**config.mk**
```make
export PLATFORM = sky130hd
export DESIGN_NAME = ghd_ctrl
export DESIGN_NICKNAME = d
export VERILOG_FILES = /design/src/rtl/core/ghd_pkg.sv /design/src/rtl/core/ghd_ctrl.sv
export SDC_FILE = /design/constraint.sdc
export NUM_CORES = 1
export LEC_CHECK = 0
export ABC_AREA = 1
export BUFFER_PORTS_ARGS = -buffer_cell sky130_fd_sc_hd__buf_2
export CAP_MARGIN = 20
export CORE_UTILIZATION = 48
export CTS_CLUSTER_DIAMETER = 120
export CTS_CLUSTER_SIZE = 12
export DETAILED_ROUTE_END_ITERATION = 10
export GPL_ROUTABILITY_DRIVEN = 1
export PLACE_DENSITY = 0.76
export SLEW_MARGIN = 20
export SYNTH_ARGS = -nofsm -noshare
export SYNTH_HDL_FRONTEND = slang
export SYNTH_SLANG_ARGS = --single-unit
```
**constraint.sdc**
```tcl
create_clock -name aclk -period 1.8 [get_ports aclk]
set_input_delay 0.36 -clock aclk [delete_from_list [all_inputs] [get_ports aclk]]
set_output_delay 0.36 -clock aclk [all_outputs]
set_load 0.02 [all_outputs]
```
**src/rtl/core/ghd_pkg.sv**
```systemverilog
// Shared types, constants and the arctangent table for the heading core.
`timescale 1ns / 1ps

package ghd_pkg;

    localparam int POS_W        = 40;   // position fields, 1/1024 m
    localparam int DIFF_W       = 32;   // saturated displacement
    localparam int THR_W        = 16;
    localparam int ANG_W        = 16;   // heading and quaternion outputs
    localparam int CORDIC_W     = 36;   // x/y datapath with gain headroom
    localparam int Z_W          = 35;   // angle accumulator, pi/2^31 units
    localparam int ATAN_W       = 30;
    localparam int ATAN_ENTRIES = 24;
    localparam int ITER_W       = $clog2(ATAN_ENTRIES);
    localparam int CFG_IDX_W    = 2;

    localparam logic [THR_W-1:0]        THRESHOLD_RST = 16'd307;
    localparam logic signed [POS_W-1:0] OFFSET_X_RST  = 40'sd369614582;
    localparam logic signed [POS_W-1:0] OFFSET_Y_RST  = 40'sd4163399014;
    // 1.0 / CORDIC gain at scale 2^30
    localparam logic signed [CORDIC_W-1:0] GAIN_INV   = 36'sd652032874;

    typedef enum logic [CFG_IDX_W-1:0] {
        CFG_MOVE_THRESHOLD = 2'd0,
        CFG_MAP_OFFSET_X   = 2'd1,
        CFG_MAP_OFFSET_Y   = 2'd2
    } cfg_index_t;

    typedef enum logic [3:0] {
        ST_IDLE,
        ST_DIFF,
        ST_SQ_X,
        ST_SQ_Y,
        ST_CMP,
        ST_VEC_INIT,
        ST_VEC,
        ST_H_ROUND,
        ST_ROT,
        ST_Q_ROUND,
        ST_DONE
    } state_t;

    typedef struct packed {
        logic              load_in;
        logic              diff;
        logic              sq_x;
        logic              sq_y;
        logic              vec_init;
        logic              step;
        logic              rot_mode;
        logic              h_round;
        logic              q_round;
        logic              out_load;
        logic [ITER_W-1:0] iter;
    } dp_cmd_t;

    typedef struct packed {
        logic moved;
    } dp_status_t;

    // atan(2^-i) in units of pi/2^31
    function automatic logic [ATAN_W-1:0] atan_lut(input logic [ITER_W-1:0] i);
        logic [ATAN_W-1:0] a;
        unique case (i)
            5'd0:    a = 30'd536870912;
            5'd1:    a = 30'd316933406;
            5'd2:    a = 30'd167458907;
            5'd3:    a = 30'd85004756;
            5'd4:    a = 30'd42667331;
            5'd5:    a = 30'd21354465;
            5'd6:    a = 30'd10680862;
            5'd7:    a = 30'd5340245;
            5'd8:    a = 30'd2670163;
            5'd9:    a = 30'd1335087;
            5'd10:   a = 30'd667544;
            5'd11:   a = 30'd333772;
            5'd12:   a = 30'd166886;
            5'd13:   a = 30'd83443;
            5'd14:   a = 30'd41722;
            5'd15:   a = 30'd20861;
            5'd16:   a = 30'd10430;
            5'd17:   a = 30'd5215;
            5'd18:   a = 30'd2608;
            5'd19:   a = 30'd1304;
            5'd20:   a = 30'd652;
            5'd21:   a = 30'd326;
            5'd22:   a = 30'd163;
            5'd23:   a = 30'd81;
            default: a = '0;
        endcase
        return a;
    endfunction

endpackage

```
**src/rtl/core/ghd_ctrl.sv**
```systemverilog
// Sequencer for the heading core: handshakes, phase control, CORDIC iteration count.
`timescale 1ns / 1ps

module ghd_ctrl #(
    parameter int CORDIC_ITERATIONS = 16
) (
    input  logic                aclk,
    input  logic                aresetn,
    input  logic                s_valid,
    output logic                s_ready,
    output logic                m_valid,
    input  logic                m_ready,
    output ghd_pkg::dp_cmd_t    cmd,
    input  ghd_pkg::dp_status_t status
);
    import ghd_pkg::*;

    localparam int N_ITER = (CORDIC_ITERATIONS < ATAN_ENTRIES) ? CORDIC_ITERATIONS
                                                               : ATAN_ENTRIES;
    localparam logic [ITER_W-1:0] LAST_ITER = ITER_W'(N_ITER - 1);

    state_t            state_reg, state_next;
    logic [ITER_W-1:0] iter_reg, iter_next;
    logic              m_valid_reg, m_valid_next;

    always_ff @(posedge aclk) begin
        if (!aresetn) begin
            state_reg   <= ST_IDLE;
            iter_reg    <= '0;
            m_valid_reg <= 1'b0;
        end else begin
            state_reg   <= state_next;
            iter_reg    <= iter_next;
            m_valid_reg <= m_valid_next;
        end
    end

    always_comb begin
        state_next = state_reg;
        iter_next  = iter_reg;
        s_ready    = 1'b0;
        cmd        = '0;
        cmd.iter   = iter_reg;

        unique case (state_reg)
            ST_IDLE: begin
                s_ready = 1'b1;
                if (s_valid) begin
                    cmd.load_in = 1'b1;
                    state_next  = ST_DIFF;
                end
            end
            ST_DIFF: begin
                cmd.diff   = 1'b1;
                state_next = ST_SQ_X;
            end
            ST_SQ_X: begin
                cmd.sq_x   = 1'b1;
                state_next = ST_SQ_Y;
            end
            ST_SQ_Y: begin
                cmd.sq_y   = 1'b1;
                state_next = ST_CMP;
            end
            ST_CMP: begin
                state_next = status.moved ? ST_VEC_INIT : ST_DONE;
            end
            ST_VEC_INIT: begin
                cmd.vec_init = 1'b1;
                iter_next    = '0;
                state_next   = ST_VEC;
            end
            ST_VEC: begin
                cmd.step = 1'b1;
                if (iter_reg == LAST_ITER) begin
                    state_next = ST_H_ROUND;
                end else begin
                    iter_next = iter_reg + 1'b1;
                end
            end
            ST_H_ROUND: begin
                cmd.h_round = 1'b1;
                iter_next   = '0;
                state_next  = ST_ROT;
            end
            ST_ROT: begin
                cmd.step     = 1'b1;
                cmd.rot_mode = 1'b1;
                if (iter_reg == LAST_ITER) begin
                    state_next = ST_Q_ROUND;
                end else begin
                    iter_next = iter_reg + 1'b1;
                end
            end
            ST_Q_ROUND: begin
                cmd.q_round = 1'b1;
                state_next  = ST_DONE;
            end
            ST_DONE: begin
                // wait until the output register is free
                if (!m_valid_reg || m_ready) begin
                    cmd.out_load = 1'b1;
                    state_next   = ST_IDLE;
                end
            end
            default: begin
                state_next = ST_IDLE;
            end
        endcase
    end

    always_comb begin
        m_valid_next = m_valid_reg;
        if (cmd.out_load) begin
            m_valid_next = 1'b1;
        end else if (m_ready) begin
            m_valid_next = 1'b0;
        end
    end

    assign m_valid = m_valid_reg;

    a_no_overwrite: assert property (@(posedge aclk) disable iff (!aresetn)
        cmd.out_load |-> (!m_valid_reg || m_ready))
        else $error("result register overwritten before it was taken");

    a_iter_range: assert property (@(posedge aclk) disable iff (!aresetn)
        cmd.step |-> (iter_reg <= LAST_ITER))
        else $error("CORDIC iteration index out of range");

    a_busy_no_accept: assert property (@(posedge aclk) disable iff (!aresetn)
        cmd.step |-> !s_ready)
        else $error("request accepted while CORDIC busy");

    a_load_shows: assert property (@(posedge aclk) disable iff (!aresetn)
        cmd.out_load |=> m_valid_reg)
        else $error("loaded result not presented");

endmodule

```
; Word-level counts from Yosys, hierarchy flattened
; Cells that the tools add are included.
[classes]
add_sub_neg = 1
bitwise = 0
order_cmp = 0
eq_ne = 16
multipliers = 0
div_mod_pow = 0
shift = 0
n_mux = 23
n_reduce_logical = 9
[op_table]
columns = op, count
row1 = 4-bit one-hot mux with 11 select lines, 1
row2 = 4-bit 2-to-1 mux, 5
row3 = "4-bit by 3-bit equality test with 1-bit output, second input constant", 4
row4 = 1-bit 2-to-1 mux, 15
row5 = "4-bit equality test, second input constant", 3
row6 = "2-bit != test, second input constant", 5
row7 = 5-bit one-hot mux with 2 select lines, 1
row8 = "4-bit by 2-bit equality test with 1-bit output, second input constant", 2
row9 = "5-bit by 1-bit adder with 5-bit output, second input constant", 1
row10 = "5-bit by 4-bit equality test with 1-bit output, second input constant", 1
row11 = 5-bit 2-to-1 mux, 1
row12 = "4-bit by 1-bit equality test with 1-bit output, second input constant", 1
row13 = 4-bit zero test, 1
row14 = 4-bit AND reduction, 1
row15 = 2-bit nonzero test, 2
row16 = 2-bit OR reduction, 2
row17 = 2-bit AND reduction, 1
row18 = 1-bit zero test, 1
row19 = 1-bit logical OR, 1
[totals]
ff_bits = 10
output_inout_bits = 17
n_memories = 0
romBits = 0
ram_bits = 0
word_cells = 52
latch_bits = 0

; Depth between registers and ports, before layout
; Gate-level depths: netlist (run 1).
[depth]
depth_word = 5
mapped_depth = 10

; Least setup slack after synthesis (run 1)
; Ideal clock, no wire load.
[synth_path]
path_type = register to register
from = reg iter_reg[1]
to = reg iter_reg[3]
required_time_ns = 1.685
stages_incl_launch_ff = 10
arrival_time_ns = 1.374
synth_period_minus_slack_ns = 1.489
n_path_buf = 0
setup_slack_ns = 0.311
cell_sequence = dfxtp_1 -> ha_1 -> nand2_1 -> nor2_1 -> ha_1 -> inv_1 -> nand2_4 -> nand2_4 -> a21oi_1 -> nor2_1
[synth_between]
elab_chain_cells = 3
[synth_lines]
columns = item, line
row1 = start: declaration, ghd_ctrl.sv:23  ; logic [ITER_W-1:0] iter_reg, iter_next;
row2 = start signal: assignment, ghd_ctrl.sv:33  ; iter_reg <= iter_next;
row3 = 5-bit by 1-bit adder with 5-bit output / 5-bit by 4-bit equality test with 1-bit output (equally long branches), n/a
row4 = 5-bit 2-to-1 mux / 2-bit != test (equally long branches), n/a
row5 = 5-bit one-hot mux with 2 select lines / 2-bit AND reduction (equally long branches), n/a
; Several ways; a longest one is shown, not always the timed one. The select of a mux whose other input is x is not followed.
; A chain may end at the register's enable or synchronous reset.

==> results of run 1 <==
[cell usage after synthesis]
cell type / count / area, µm²
buf_4: 1 / 7.51
nor2_2: 1 / 6.26
nand2_4: 3 / 33.8
a21oi_1: 10 / 50.1
nor2_1: 22 / 82.6
dfxtp_1: 10 / 200
nor3_1: 3 / 15.0
inv_1: 19 / 71.3
nand2_2: 2 / 12.5
a31oi_1: 1 / 6.26
nand3_1: 8 / 40.0
inv_2: 3 / 11.3
nand3_2: 1 / 10.0
o21ai_0: 3 / 15.0
ha_1: 2 / 25.0
nand2_1: 23 / 86.3
[power by group]
group          switching [W]  internal, W  total (W)
registers          0.0000140     0.000230   0.000244
clock network      0.0000756     0.000123   0.000198
logic              0.0000974    0.0000479   0.000145
[routing by layer]
| layer | share of wire | GRT usage |
|---|---|---|
| met4 | 0 | 0 |
| met2 | 0.44 | 0.365 |
| met1 | 0.51 | 0.312 |
| met3 | 0.053 | 0.0852 |
| met5 | 0 | 0 |
[cells by family (layout without fill, tap and decap cells)]
family                     after synthesis  after routing  share of synthesized area
and+or+nand+nor                         63             63                      0.426
adders and majority gates                2              2                     0.0372
buffers and inverters                   23             47                      0.134
DFF                                     10             10                      0.297
AOI/OAI and AO/OA                       14             14                      0.106
[through the flow]
step	hold WS [ns]	setup slack [ns]	instances	total power, W	util
2_1_floorplan	0.480	0.311	112	0.000352	-
4_1_cts	0.343	0.145	151	0.000593	0.635
6_report	0.347	0.159	151	0.000588	0.635
3_5_place_dp	0.507	0.328	147	0.000393	0.607
3_3_place_gp	0.493	0.411	147	0.000391	0.607
5_1_grt	0.348	0.0384	151	0.000622	0.635
[worst min-delay path, cell delays in order]
cell and delay (ns):
buf_2 0.11, nand2_1 0.06, a21oi_1 0.04
[final timing paths]
check	to	slack (ns)	cells after the start
max reg2reg	iter_reg[3]	0.33	9
max	cmd[9]	0.16	5
min reg2reg	iter_reg[0]	0.52	2
min	state_reg[3]	0.35	3
[cell type report]
type,instances,area (µm²)
clock buffers,4,36.3
fillers,132,475
inverters,22,82.6
multi-input cells,79,383
flip-flops and latches,10,200
well taps,15,18.8
repair buffers,21,105
==> impl_results.md, run 1 <==
* Status: complete, no violations
* Row cnt at 13
* Area added between synthesis and finish at 22.7%
* Chip Height at 39.5 µm
* Post-cts gate resize count at 0
* Final min period at approximately 1.6 ns
* Starting density of the core at 0.517
* Die X at ~39 µm
* Vias in the first global route at 570
* RePlAce Congestion at 0.904
* WL per Instance at 9.93 µm
* Hold wc startpoint: aresetn
* Vias at approximately 730
* Remaining global-route overflow at 0
* Via density at 4.80
* Max capacitance violation total at 0
* # DRC at 0
* Final setup violation count at 0
* Largest net degree at the start of global routing at 8
* Netlist cell types at 16
* Core area at between 0.001 and 0.0015 mm²
* Delay of the slowest critical-path stage at around 0.46 ns
* #FFs+latches synth at 10
* Endpoint class of the critical path: output pin
* Crit path kind: register to output pin
* DR iter-0 viols at 8
* Layout cells sized above 1 at 0.257
* Max reg flops at 5
* Crit path from: state_reg[1]
* Dpl cell area at 790 µm²
* Post-synthesis sequential area ratio at 0.297
* Root Driver: clkbuf_4
* Slew Viols, Final at 0
* Ant. Diodes at 0
* First-pass GRT wire length at 2.44 mm
* CP Max Fanout at 7
* Max Freq at 609 MHz
* Port bufs at 21
* Synth Net Count at 119
* Final Cell Area at 826 µm²
* Period utilization at 0.912
* Post-CTS Hold Buffers at 0
* Clock Latency Late Sink at 0.26 ns
* Htree depth at 1
* Die ar. at 0.00156 mm²
* Fin. Hold Viols at 0
* Critical path buffers and inverters at 2
* Slowest-stage cell, CP: dfxtp_1
* Worst EP arrival at 1.28 ns
* Unrepaired setup endpoints after global routing: false
* Worst EP required at between 1 and 1.5 ns
* Reg-to-Reg Start: iter_reg[0]
* Cell Chain, Critical Path: inv_2 > nor2_2 > nand2_2 > nand2_4 > buf_2
* Final nets at 144
* Clock sink count at 10
* CTS buffer count at 3
* Cell family with most CP delay: flip-flops
* Power per cell area at 712 mW/mm²
* Antenna Nets Post-Route at 0
* CTS tree: built
* Global Route Usage Sum at 0.230
* Post-CTS Setup Bufs at 0
* Synth Cell Area at about 670 µm²
* Leakage at 0.450 nW
* Syn Area/Cell at 6.01 µm²
* Max IR drop VDD at 0.000616 V
* Syn Inst Count at ~110
* Slew HR at 0.834
* CTS max path bufs at 2
* Crit path launch type: register
* Pre-antenna DRT Iters at 4
* Clock skew at a little over 0.0006 ns
* Leading cell types in the layout, fill and taps excluded: nand2_1 (23), nor2_1 (22), buf_2 (21)
* YS warnings at 0
* Most frequent standard cell in the layout excluding fill and tap cells: nand2_1
* Placed wire-length estimate at 1.25 mm
* Worst Tran Pin Value at 0.248 ns
* Clk pin slew, worst setup/hold paths at 0.06 ns
* Initial antenna violation count at 0
* Drt total wl at 1.50 mm
* Fin Setup TNS at 0 ns
* Worst Hold Class: primary input to register
* I/O pin total at 22
No activity file was read; power rests on OpenSTA's default activity.
==> run 2, diff against run 1 <==
--- a/config.mk
+++ b/config.mk
@@ -8,12 +8,12 @@
 export ABC_AREA = 1
 export BUFFER_PORTS_ARGS = -buffer_cell sky130_fd_sc_hd__buf_2
 export CAP_MARGIN = 20
-export CORE_UTILIZATION = 48
+export CORE_UTILIZATION = 45
 export CTS_CLUSTER_DIAMETER = 120
 export CTS_CLUSTER_SIZE = 12
 export DETAILED_ROUTE_END_ITERATION = 10
 export GPL_ROUTABILITY_DRIVEN = 1
-export PLACE_DENSITY = 0.76
+export PLACE_DENSITY = 0.72
 export SLEW_MARGIN = 20
 export SYNTH_ARGS = -nofsm -noshare
 export SYNTH_HDL_FRONTEND = slang
==> impl_results.md, run 2 (synthesized netlist as in run 1, its figures left out) <==
* CTS tree: built
* Clk pin slew, worst setup/hold paths at approximately 0.070 ns
* Post-CTS Setup Bufs at 0
* Slew Viols, Final at 0
* Port bufs at 21
* Clock Latency Late Sink at 0.26 ns
* Slew HR at 0.820
* Die X at 40.7 µm
* Final nets at about 140
* Fin Setup TNS at 0 ns
* Post-cts gate resize count at 0
* Initial antenna violation count at 0
* First-pass GRT wire length at 2.51 mm
* Reg power frac at 0.410
* Final Util at 0.612
* Placed wire-length estimate at around 1.2 mm
* Largest net degree at the start of global routing at 8
* Remaining global-route overflow at 0
* Status: complete, no violations
* CP Max Fanout at 5
* Max IR drop VDD at between 0.0006 and 0.0007 V
* Clock sink count at 10
* Int Pwr at between 0.0004 and 0.0005 W
* Leakage at 0.450 nW
* Leading cell types in the layout, fill and taps excluded: nand2_1 (23), nor2_1 (22), buf_2 (21)
* Global Route Usage Sum at 0.237
* Fin. Hold Viols at 0
* Core area at 0.00135 mm²
* Chip Height at 40.7 µm
* Final min period at approximately 1.7 ns
* Max reg flops at 5
* Unrepaired setup endpoints after global routing: false
* Vias at ~750
* Root Driver: clkbuf_4
* Pre-CTS setup slack at 0.330 ns
* Clock skew at 0.00482 ns
* Pre-antenna DRT Iters at 5
* Die ar. at 0.00165 mm²
* Worst EP required at roughly 1.4 ns
* Psw at 0.000195 W
* Power per cell area at 721 mW/mm²
* Row cnt at 13
* Most frequent standard cell in the layout excluding fill and tap cells: nand2_1
* Slowest-stage cell, CP: dfxtp_1
* Combinational group share of total power at 0.246
* Area added between synthesis and finish at 22.7%
* Final setup violation count at 0
* Post-CTS Hold Buffers at 0
* Switch share at 0.327
* Worst Tran Pin Value at 0.270 ns
* Final WS setup at 0.121 ns
* Worst EP arrival at between 1 and 1.5 ns
* CTS max path bufs at 2
* Worst Hold Class: primary input to register
* Drt total wl at approximately 1.6 mm
* Ant. Diodes at 0
* Fillcell total at approximately 130
* CTS buffer count at 3
* I/O pin total at 22
* Crit-path most repeated cell: inv_2
* Delay of the slowest critical-path stage at 0.43 ns
* DR iter-0 viols at 32
* Via density at 4.97
* Crit path launch type: register
* Max Freq at 595 MHz
* Htree depth at 1
* Layout cells sized above 1 at 0.257
* Crit path kind: register to output pin
* RePlAce Congestion at 0.901
* Cell Chain, Critical Path: inv_2 > nand2_1 > inv_2 > nand3_1 > inv_1 > buf_2
* Max capacitance violation total at 0
* WL per Instance at ~11 µm
* Vias in the first global route at 593
* Clock Power Share at 0.344
* # DRC at 0
* Period utilization at 0.933
* Antenna Nets Post-Route at 0
* Starting density of the core at 0.499
* Endpoint class of the critical path: output pin
[run 2: area by class of cell]
cell class | instances | area, µm² | share of cell area
flip-flops and latches | 10 | 200 | 0.242
clock buffers | 4 | 36.3 | 0.0439
repair buffers | 21 | 105 | 0.127
well taps | 15 | 18.8 | 0.0227
multi-input cells | 79 | 383 | 0.464
inverters | 22 | 82.6 | 0.100
[run 2: stage by stage]
stage / hold slack, ns / total power (W) / instance area, µm² / instances
floorplan: 0.480 / 0.000352 / 673 / 112
global placement: 0.494 / 0.000392 / 790 / 147
detailed placement: 0.493 / 0.000393 / 790 / 147
CTS: 0.345 / 0.000600 / 826 / 151
global route: 0.345 / 0.000631 / 826 / 151
finish: 0.342 / 0.000595 / 826 / 151
[run 2: power groups by stage]
| stage | clock network, W | registers, W | logic (W) |
|---|---|---|---|
| 5_1_grt | 0.000219 | 0.000245 | 0.000167 |
| 3_5_place_dp | 0 | 0.000249 | 0.000145 |
| 4_1_cts | 0.000210 | 0.000243 | 0.000147 |
| 6_report | 0.000205 | 0.000244 | 0.000146 |
| 2_1_floorplan | 0 | 0.000246 | 0.000106 |
| 3_3_place_gp | 0 | 0.000248 | 0.000143 |
[run 2: worst paths after layout]
path,slack [ns],cells past startpoint,end,from
max,0.12,6,cmd[11],state_reg[3]
min,0.34,3,state_reg[3],aresetn
max reg2reg,0.31,9,iter_reg[2],iter_reg[0]
min reg2reg,0.51,2,iter_reg[0],iter_reg[0]
[run 2: critical path: cells and delay by family (launching register included)]
kind	cells	cell delay [ns]
DFF	1	0.43
buffers and inverters	4	0.35
and+or+nand+nor	2	0.28
[run 2: layer usage]
layer	GRT usage	up-vias	routed length (µm)
li1	-	390	-
met1	0.316	330	738
met2	0.381	29	760
met3	0.0652	2	102
met4	0.0500	0	13
met5	0	-	0
